$ cat config.mk
export PLATFORM = sky130hd
export DESIGN_NAME = top_n_select_descending
export DESIGN_NICKNAME = d
export VERILOG_FILES = /design/src/sv/tns_pkg.sv /design/src/sv/tns_ctrl.sv /design/src/sv/tns_dp.sv /design/src/sv/top_n_select_descending.sv
export SDC_FILE = /design/constraint.sdc
export NUM_CORES = 2
export LEC_CHECK = 0
export ABC_AREA = 1
export BUFFER_PORTS_ARGS = -buffer_cell sky130_fd_sc_hd__clkbuf_2
export CAP_MARGIN = 20
export CORE_ASPECT_RATIO = 2
export CORE_MARGIN = 2
export CORE_UTILIZATION = 45
export CTS_CLUSTER_DIAMETER = 120
export DETAILED_ROUTE_END_ITERATION = 12
export GPL_TIMING_DRIVEN = 0
export PLACE_DENSITY = 0.72
export SETUP_SLACK_MARGIN = 0.2
export SYNTH_ARGS = -nofsm -noshare
export SYNTH_HDL_FRONTEND = slang
export SYNTH_SLANG_ARGS = --single-unit
export TNS_END_PERCENT = 20
$ cat constraint.sdc
create_clock -name clk -period 9.4 [get_ports clk]
set_input_delay 0.47 -clock clk [delete_from_list [all_inputs] [get_ports clk]]
set_output_delay 0.47 -clock clk [all_outputs]
set_load 0.05 [all_outputs]
$ cat src/sv/tns_pkg.sv
// Shared types and constants for the top-N selection block.
// Used by the controller, the datapath and the top level.
package tns_pkg;

	localparam int DEF_MAX_KEEP      = 16;
	localparam int DEF_KEY_WIDTH     = 32;
	localparam int DEF_PAYLOAD_WIDTH = 32;

	localparam logic [1:0] STAT_ELEMENT = 2'd0;
	localparam logic [1:0] STAT_EMPTY   = 2'd1;
	localparam logic [1:0] STAT_NEG     = 2'd2;

	typedef struct packed {
		logic signed [31:0] sort_key;
		logic               key_is_null;
		logic        [31:0] payload;
		logic signed [31:0] keep_count;
		logic               has_element;
		logic               last_of_array;
	} in_beat_t;

	typedef struct packed {
		logic [31:0] out_payload;
		logic [1:0]  status;
		logic        last_result;
	} out_beat_t;

	typedef struct packed {
		logic take;
		logic pop;
	} tns_cmd_t;

	typedef struct packed {
		logic pop_done;
	} tns_stat_t;

endpackage

$ cat src/sv/tns_ctrl.sv
// Controller for the top-N selection block: load and emit phases.
// Depends on tns_pkg.
module tns_ctrl import tns_pkg::*; (
	input  logic      clk,
	input  logic      arst_n,
	input  logic      in_valid,
	input  logic      in_last,
	output logic      in_stall,
	output logic      out_valid,
	input  logic      out_stall,
	input  tns_stat_t stat,
	output tns_cmd_t  cmd
);

	typedef enum logic [1:0] {
		ST_LOAD = 2'b01,
		ST_EMIT = 2'b10
	} state_t;

	state_t state_q, state_d;

	assign in_stall  = (state_q != ST_LOAD);
	assign out_valid = (state_q == ST_EMIT);
	assign cmd.take  = in_valid && (state_q == ST_LOAD);
	assign cmd.pop   = out_valid && !out_stall;

	always_comb begin
		state_d = state_q;
		unique case (state_q)
			ST_LOAD: begin
				if (cmd.take && in_last) state_d = ST_EMIT;
			end
			ST_EMIT: begin
				if (cmd.pop && stat.pop_done) state_d = ST_LOAD;
			end
			default: state_d = ST_LOAD;
		endcase
	end

	always_ff @(posedge clk or negedge arst_n) begin
		if (!arst_n) begin
			state_q <= ST_LOAD;
		end else begin
			state_q <= state_d;
		end
	end

	a_no_take_in_emit: assert property (@(posedge clk) disable iff (!arst_n)
		out_valid |-> !cmd.take) else $error("item taken while emitting");
	a_done_to_load: assert property (@(posedge clk) disable iff (!arst_n)
		(cmd.pop && stat.pop_done) |=> !out_valid) else $error("emit did not end");
	a_last_to_emit: assert property (@(posedge clk) disable iff (!arst_n)
		(cmd.take && in_last) |=> out_valid) else $error("emit did not start");

endmodule

$ cat src/sv/tns_dp.sv
// Datapath for the top-N selection block: a sorted list of kept entries,
// best first, with parallel compare-and-insert and shift-out. Depends on tns_pkg.
module tns_dp import tns_pkg::*; #(
	parameter int MAX_KEEP      = DEF_MAX_KEEP,
	parameter int KEY_WIDTH     = DEF_KEY_WIDTH,
	parameter int PAYLOAD_WIDTH = DEF_PAYLOAD_WIDTH
) (
	input  logic      clk,
	input  logic      arst_n,
	input  tns_cmd_t  cmd,
	input  in_beat_t  in_data,
	output tns_stat_t stat,
	output out_beat_t out_data
);

	localparam int CW = $clog2(MAX_KEEP + 1);

	logic [KEY_WIDTH-1:0]     e_key_q [MAX_KEEP];
	logic                     e_null_q[MAX_KEEP];
	logic [31:0]              e_pos_q [MAX_KEEP];
	logic [PAYLOAD_WIDTH-1:0] e_pay_q [MAX_KEEP];

	logic [CW-1:0] fill_q, tgt_q;
	logic [31:0]   pos_q;
	logic          neg_q, in_array_q;
	logic [1:0]    mode_q;

	logic                     first, eff_neg, room, beats_low, do_ins, room_ins;
	logic [CW-1:0]            eff_fill, eff_tgt, sat_cnt, fill_next;
	logic [31:0]              eff_pos;
	logic [KEY_WIDTH-1:0]     new_key;
	logic [PAYLOAD_WIDTH-1:0] new_pay;
	logic [MAX_KEEP-1:0]      above;

	assign first   = !in_array_q;
	// Sign bit flipped so that unsigned order matches signed order.
	assign new_key = KEY_WIDTH'(in_data.sort_key) ^ {1'b1, {(KEY_WIDTH-1){1'b0}}};
	assign new_pay = PAYLOAD_WIDTH'(in_data.payload);
	assign sat_cnt = (in_data.keep_count[31]) ? '0 :
		(in_data.keep_count > 32'(MAX_KEEP)) ? CW'(MAX_KEEP) : CW'(in_data.keep_count);
	assign eff_fill = first ? '0 : fill_q;
	assign eff_tgt  = first ? sat_cnt : tgt_q;
	assign eff_neg  = first ? in_data.keep_count[31] : neg_q;
	assign eff_pos  = first ? '0 : pos_q;
	assign room     = eff_fill < eff_tgt;

	// Entries past the fill count act as empty slots that the new element beats.
	always_comb begin
		for (int j = 0; j < MAX_KEEP; j++) begin
			if (CW'(j) >= eff_fill) above[j] = 1'b1;
			else if (in_data.key_is_null && e_null_q[j]) above[j] = eff_pos > e_pos_q[j];
			else if (in_data.key_is_null) above[j] = 1'b0;
			else if (e_null_q[j]) above[j] = 1'b1;
			else if (new_key != e_key_q[j]) above[j] = new_key > e_key_q[j];
			else above[j] = eff_pos > e_pos_q[j];
		end
		beats_low = 1'b0;
		for (int j = 0; j < MAX_KEEP; j++) begin
			if (CW'(j + 1) == eff_fill) beats_low = above[j];
		end
	end

	assign do_ins    = cmd.take && in_data.has_element && !eff_neg && (room || beats_low);
	assign room_ins  = do_ins && room;
	assign fill_next = room_ins ? eff_fill + CW'(1) : eff_fill;

	always_ff @(posedge clk) begin
		for (int j = 0; j < MAX_KEEP; j++) begin
			if (do_ins) begin
				if (above[j] && (j == 0 || !above[(j == 0) ? 0 : j - 1])) begin
					e_key_q[j]  <= new_key;
					e_null_q[j] <= in_data.key_is_null;
					e_pos_q[j]  <= eff_pos;
					e_pay_q[j]  <= new_pay;
				end else if (j > 0 && above[(j == 0) ? 0 : j - 1]) begin
					e_key_q[j]  <= e_key_q[(j == 0) ? 0 : j - 1];
					e_null_q[j] <= e_null_q[(j == 0) ? 0 : j - 1];
					e_pos_q[j]  <= e_pos_q[(j == 0) ? 0 : j - 1];
					e_pay_q[j]  <= e_pay_q[(j == 0) ? 0 : j - 1];
				end
			end else if (cmd.pop && j + 1 < MAX_KEEP) begin
				e_key_q[j]  <= e_key_q[(j + 1 < MAX_KEEP) ? j + 1 : j];
				e_null_q[j] <= e_null_q[(j + 1 < MAX_KEEP) ? j + 1 : j];
				e_pos_q[j]  <= e_pos_q[(j + 1 < MAX_KEEP) ? j + 1 : j];
				e_pay_q[j]  <= e_pay_q[(j + 1 < MAX_KEEP) ? j + 1 : j];
			end
		end
	end

	always_ff @(posedge clk or negedge arst_n) begin
		if (!arst_n) begin
			fill_q     <= '0;
			tgt_q      <= '0;
			pos_q      <= '0;
			neg_q      <= 1'b0;
			in_array_q <= 1'b0;
			mode_q     <= STAT_ELEMENT;
		end else if (cmd.take) begin
			in_array_q <= !in_data.last_of_array;
			tgt_q      <= eff_tgt;
			neg_q      <= eff_neg;
			fill_q     <= fill_next;
			pos_q      <= (in_data.has_element && !eff_neg) ? eff_pos + 32'd1 : eff_pos;
			if (in_data.last_of_array) begin
				if (eff_neg) mode_q <= STAT_NEG;
				else if (fill_next == '0) mode_q <= STAT_EMPTY;
				else mode_q <= STAT_ELEMENT;
			end
		end else if (cmd.pop && mode_q == STAT_ELEMENT) begin
			fill_q <= fill_q - CW'(1);
		end
	end

	assign stat.pop_done        = (mode_q != STAT_ELEMENT) || (fill_q == CW'(1));
	assign out_data.out_payload = (mode_q == STAT_ELEMENT) ? 32'(e_pay_q[0]) : '0;
	assign out_data.status      = mode_q;
	assign out_data.last_result = stat.pop_done;

	a_fill_bound: assert property (@(posedge clk) disable iff (!arst_n)
		fill_q <= CW'(MAX_KEEP)) else $error("fill count past capacity");
	a_fill_vs_tgt: assert property (@(posedge clk) disable iff (!arst_n)
		in_array_q |-> fill_q <= tgt_q) else $error("fill count past target");
	a_mode_legal: assert property (@(posedge clk) disable iff (!arst_n)
		mode_q != 2'd3) else $error("bad result mode");

endmodule

$ cat src/sv/top_n_select_descending.sv
// Top-N selection: keeps the best min(count, MAX_KEEP, length) elements of an
// array and emits their payloads in descending key order after the last beat.
// Input beats are taken while loading; the sorted list updates in parallel.
// After the last beat, results follow from the next cycle on, one per cycle
// unless out_stall holds them, up to MAX_KEEP beats, while no input is taken.
// Reset clears the control state; list entries are written before they are read.
module top_n_select_descending import tns_pkg::*; #(
	parameter int MAX_KEEP      = DEF_MAX_KEEP,
	parameter int KEY_WIDTH     = DEF_KEY_WIDTH,
	parameter int PAYLOAD_WIDTH = DEF_PAYLOAD_WIDTH
) (
	input  logic      clk,
	input  logic      arst_n,
	input  logic      in_valid,
	output logic      in_stall,
	input  in_beat_t  in_data,
	output logic      out_valid,
	input  logic      out_stall,
	output out_beat_t out_data
);

	tns_cmd_t  cmd;
	tns_stat_t stat;

	tns_ctrl u_ctrl (
		.clk      (clk),
		.arst_n   (arst_n),
		.in_valid (in_valid),
		.in_last  (in_data.last_of_array),
		.in_stall (in_stall),
		.out_valid(out_valid),
		.out_stall(out_stall),
		.stat     (stat),
		.cmd      (cmd)
	);

	tns_dp #(
		.MAX_KEEP     (MAX_KEEP),
		.KEY_WIDTH    (KEY_WIDTH),
		.PAYLOAD_WIDTH(PAYLOAD_WIDTH)
	) u_dp (
		.clk     (clk),
		.arst_n  (arst_n),
		.cmd     (cmd),
		.in_data (in_data),
		.stat    (stat),
		.out_data(out_data)
	);

endmodule
==> out/results.ini, run 1 <==
[placed_design]
port_buffers=139
gp_congestion=1.15
dp.final_hpwl_mm=515

[cts]
cts_buffers=170
clock_path_buffers=4
clockRootBuffer=clkbuf_16
cts_max_level=4
cts.sinks=1600

[floorplanning]
io_pins=140
initial_utilization_pct=45.1
rows=254
fp.dieH_um=696
die_w_um=350

[run_status]
stop_stage=global routing
toolErrorMsg=[ERROR GRT-0116] Global routing finished with congestion. Check the congestion regions in the DRC Viewer.
status=stopped before the end

[grt]
grt_overflow=1388
grt_pass1_wl_mm=1180
grt_max_degree=50
track_usage_pct=67.7
grt_pass1_vias=127707

[synth]
synthFlopType=edfxtp_1
seq_area_frac_synth_pct=44.4
synth_cells=13197
synth_seq_cells=1600
synth_area_um2=108000
syn_area_per_cell_um2=8.17
asyncSetResetFlopFracSynth_pct=3.00
synth_warnings=0
synth_edf_count=1552
syn-num-nets=14318
ys_types=63

Yosys cell counts, types with 13 or more instances:
master | number | area share [%]
a211oi_1 | 33 | 0.23
a21oi_1 | 482 | 2.2
a31oi_1 | 16 | 0.093
buf_1 | 55 | 0.19
buf_2 | 171 | 0.79
buf_4 | 27 | 0.19
buf_6 | 64 | 0.67
clkbuf_1 | 447 | 1.6
dfrtp_1 | 47 | 1.1
edfxtp_1 | 1552 | 43
ha_1 | 1018 | 12
inv_1 | 1414 | 4.9
mux2_2 | 34 | 0.36
nand2_1 | 3988 | 14
nand3_1 | 2559 | 12
nand4_1 | 274 | 1.6
nor2_1 | 261 | 0.91
nor3_1 | 68 | 0.32
nor4_1 | 37 | 0.21
o2111ai_1 | 13 | 0.11
o211ai_1 | 24 | 0.17
o21a_1 | 23 | 0.16
o21ai_0 | 308 | 1.4
o21ai_1 | 71 | 0.33
o21bai_1 | 14 | 0.098
o221ai_1 | 24 | 0.20
xor2_1 | 28 | 0.23
per-stage QoR:
stage	instances	setup TNS, ns	hold slack, ns	cell area, um^2	worst slack, ns
2_1_floorplan	13197	0	0.174	108000	1.36
3_3_place_gp	16536	-	0.524	112000	-9.31
3_5_place_dp	16679	-3782.09	0.475	116000	-2.50
4_1_cts	17014	0	0.00126	121000	0.159
kinds of logic after synthesis:
group / count (synthesis) / share of synthesized area, %
AOI/OAI and AO/OA: 1063 / 5.45
xor gates and xnor gates: 36 / 0.293
adders and majority gates: 1018 / 11.8
buffers and inverters: 2194 / 8.38
DFF: 1600 / 44.4
muxes: 34 / 0.355
and+or+nand+nor: 7252 / 29.3
routing by layer:
layer | global-route usage (%) | GRT overflow
met1 | 64.3 | 18
met2 | 87.7 | 801
met3 | 49.0 | 24
met4 | 73.2 | 544
met5 | 21.1 | 1
repair_timing:
action | CTS
hold buffers | 37
endpoints found under the hold margin | 125
buffers inserted | 3
endpoints found under the setup margin | 3007
pin swaps | 6
gates resized for setup | 59
cloned | 4
==> run 2: changes to the inputs <==
CORE_ASPECT_RATIO = default   (was 2)
CORE_UTILIZATION = 30   (was 45)
CTS_CLUSTER_DIAMETER = default   (was 120)
PLACE_DENSITY = default   (was 0.72)
PLACE_DENSITY_LB_ADDON = 0.15   (was default)
SETUP_SLACK_MARGIN = default   (was 0.2)
==> run 2 against run 1 <==
Effect of this change: the run now ends clean; synthesized cell count unchanged; synthesized area unchanged.
==> out/results.ini, run 2 <==
[sta]
relSlewSlack_pct=12.9
slew_violations=0
hold_violations=0
clock.fmax_mhz=109
clock_skew_ns=0.0874
period_share_pct=97.7
rsz0062_at_grt=false
setup_ws_ns=0.220
worst_pin_slew_ns=1.29
period_needed_ns=9.18
setup_viol=0

[floorplanning]
core_area_um2=358000
die-area_um2=364000
io_pins=140
initial_utilization_pct=30.1
rows=220
fp.dieH_um=603
die_w_um=603

[synth]
yosys-top-cells-count=3,988 x nand2_1, 2,559 x nand3_1, 1,552 x edfxtp_1
synth_seq_cells=1600
syn_area_per_cell_um2=8.17
syn-num-nets=14318
synth_area_um2=108000
netlist.area_leader.share_pct=43.2
yosysMostFrequentCell=nand2_1
synth_cells=13197
asyncSetResetFlopFracSynth_pct=3.00
synth_edf_count=1552
ys_types=63
synth.area.top_cells=edfxtp_1 43%, nand2_1 14%, nand3_1 12%
synthFlopType=edfxtp_1
seq_area_frac_synth_pct=44.4
synth_warnings=0
synth_top_cell_by_area=edfxtp_1

[setup_path]
path_delay_family=simple AND/OR/NAND/NOR gates
path_buf_inv=10
crit_path_start_kind=flop
cp.arrival_ns=9.72
crit_top_cell=nand2_1
cp_data_required_time_ns=9.94
critPathMaxStageDelay_ns=0.73
slowest_stage=inv_1
path_class=reg -> reg
cp_max_fo=47
end_kind=flop

[grt]
grt_pass1_wl_mm=722
grt_overflow=0
antenna_found_initial=58
track_usage_pct=27.9
grt_pass1_vias=96317
grt_max_degree=54

[cells_and_area]
final_cell_mix=3,973 x nand2_1, 2,547 x nand3_1, 1,552 x edfxtp_1
reg_top3=u_dp.e_key_q (512), u_dp.e_pay_q (512), u_dp.e_pos_q (512)
layout.cells.non_filler=18639
nets=14827
regArea_um2=47800
drive_above_1_share_pct=6.74
multiInputGateArea_um2=51400
n_fill_cell=38420
final_common_cell=nand2_1
area_growth_pct=14.5

[drt]
ant_nets=0
num_vias=99489
avgViaCountPerCell=5.34
dr.pass1.iters=6
wl_per_cell_um=28.0
drt-total-wl_mm=522
drc_errors=0
drtIter0Drc=11013

[placed_design]
place_ws_ns=-2.97
port_buffers=139
dp_cells=18196
gp_congestion=0.964
dp.final_hpwl_mm=413

[pwr]
clkPwrFrac_pct=25.5
p_int_w=0.0170
irDropWorstVdd_mv=0.164
p_seq_share_pct=37.0
sw_frac_of_total_pct=43.5
pwr-share-comb_pct=37.5
power_density_nw_per_um2=244
total_leakage_power_nw=55.0
p_sw_w=0.0131

[cts]
cts.sinks=1600
clk_latency_ns=0.94
clock_path_buffers=4
cts_tree=done
clockRootBuffer=clkbuf_16
cts.clk_slew.worst_paths_ns=0.06
cts_buffers=203
cts_max_level=4

[job]
max-cap-violations=0

[min_path]
hold_path.class=in -> reg

[run_status]
status=finished clean

run 2: cell counts after synthesis:
Identical to the previous run, type by type.
run 2: cells by family (layout without fill, tap and decap cells):
group,count (synthesis),count (layout),share of synthesized area (%)
XOR/XNOR,36,36,0.293
AO/OA/AOI/OAI,1063,1063,5.45
adder cells (fa/ha/maj),1018,1018,11.8
flip-flops,1600,1600,44.4
multiplexers,34,34,0.355
buffers and inverters,2194,2834,8.38
other,0,21,0
AND/OR/NAND/NOR,7252,7260,29.3
run 2: worst min-delay path, stage by stage:
cell and delay, ns:
clkbuf_2 0.22, nand2_1 0.08, nand2_1 0.06
run 2: final timing paths:
path                                 startpoint              endpoint  slack, ns  cells past startpoint
min in group asynchronous                arst_n        u_dp.pos_q[30]       0.35                      2
min reg2reg                u_dp.e_pay_q[14][15]  u_dp.e_pay_q[15][15]       0.50                      2
min                                 in_data[34]   u_dp.e_pay_q[15][0]       0.06                      3
max in group asynchronous                arst_n         u_dp.pos_q[2]       8.49                      2
max reg2reg                     u_dp.in_array_q   u_dp.e_pos_q[0][27]       0.22                     38
max                             u_dp.in_array_q   u_dp.e_pos_q[0][27]       0.22                     38
run 2: layer usage:
layer,GRT usage (%),share of wire [%],vias up
met5,0,0.011,-
met2,45.0,45,4086
li1,-,-,46115
met4,12.3,4.9,8
met3,5.75,8.5,798
met1,36.0,41,48482
run 2: metrics by stage:
stage	cell area (um^2)	TNS, ns	util (%)	hold WS (ns)	total power [W]
5_1_grt	123000	0	34.4	0.0358	0.0312
2_1_floorplan	108000	0	-	0.174	0.0169
4_1_cts	123000	0	34.4	0.0116	0.0299
3_5_place_dp	116000	-3788.13	32.5	0.523	0.0222
6_report	123000	0	34.4	0.0585	0.0301
3_3_place_gp	114000	-	31.9	0.520	0.0221
run 2: timing repair:
item | in CTS | in global routing
resized for setup | 40 | 14
setup endpoints to repair | 3007 | 920
hold endpoints to repair | 127 | 0
setup buffers | 33 | 3
pin swaps | 6 | 3
hold buffers | 38 | 0
gates cloned | 5 | 3
run 2: area by class of cell:
cell class / instances / area share, %
diodes: 21 / 0.0426
plain buffers: 756 / 2.98
clock buffers: 280 / 4.50
clock inverters: 64 / 0.393
inverters: 1430 / 4.39
multi-input cells: 9411 / 41.6
flip-flops and latches: 1600 / 38.7
well taps: 4773 / 4.84
repair buffers: 304 / 2.48
run 2: power groups by stage:
| stage | Clock [W] | Sequential (W) | Combinational (W) |
|---|---|---|---|
| floorplan | 0 | 0.0110 | 0.00588 |
| global placement | 0 | 0.0118 | 0.0104 |
| detailed placement | 0 | 0.0112 | 0.0110 |
| CTS | 0.00771 | 0.0111 | 0.0111 |
| global route | 0.00795 | 0.0113 | 0.0120 |
| finish | 0.00767 | 0.0111 | 0.0113 |
(Power assumes the default switching activity.)
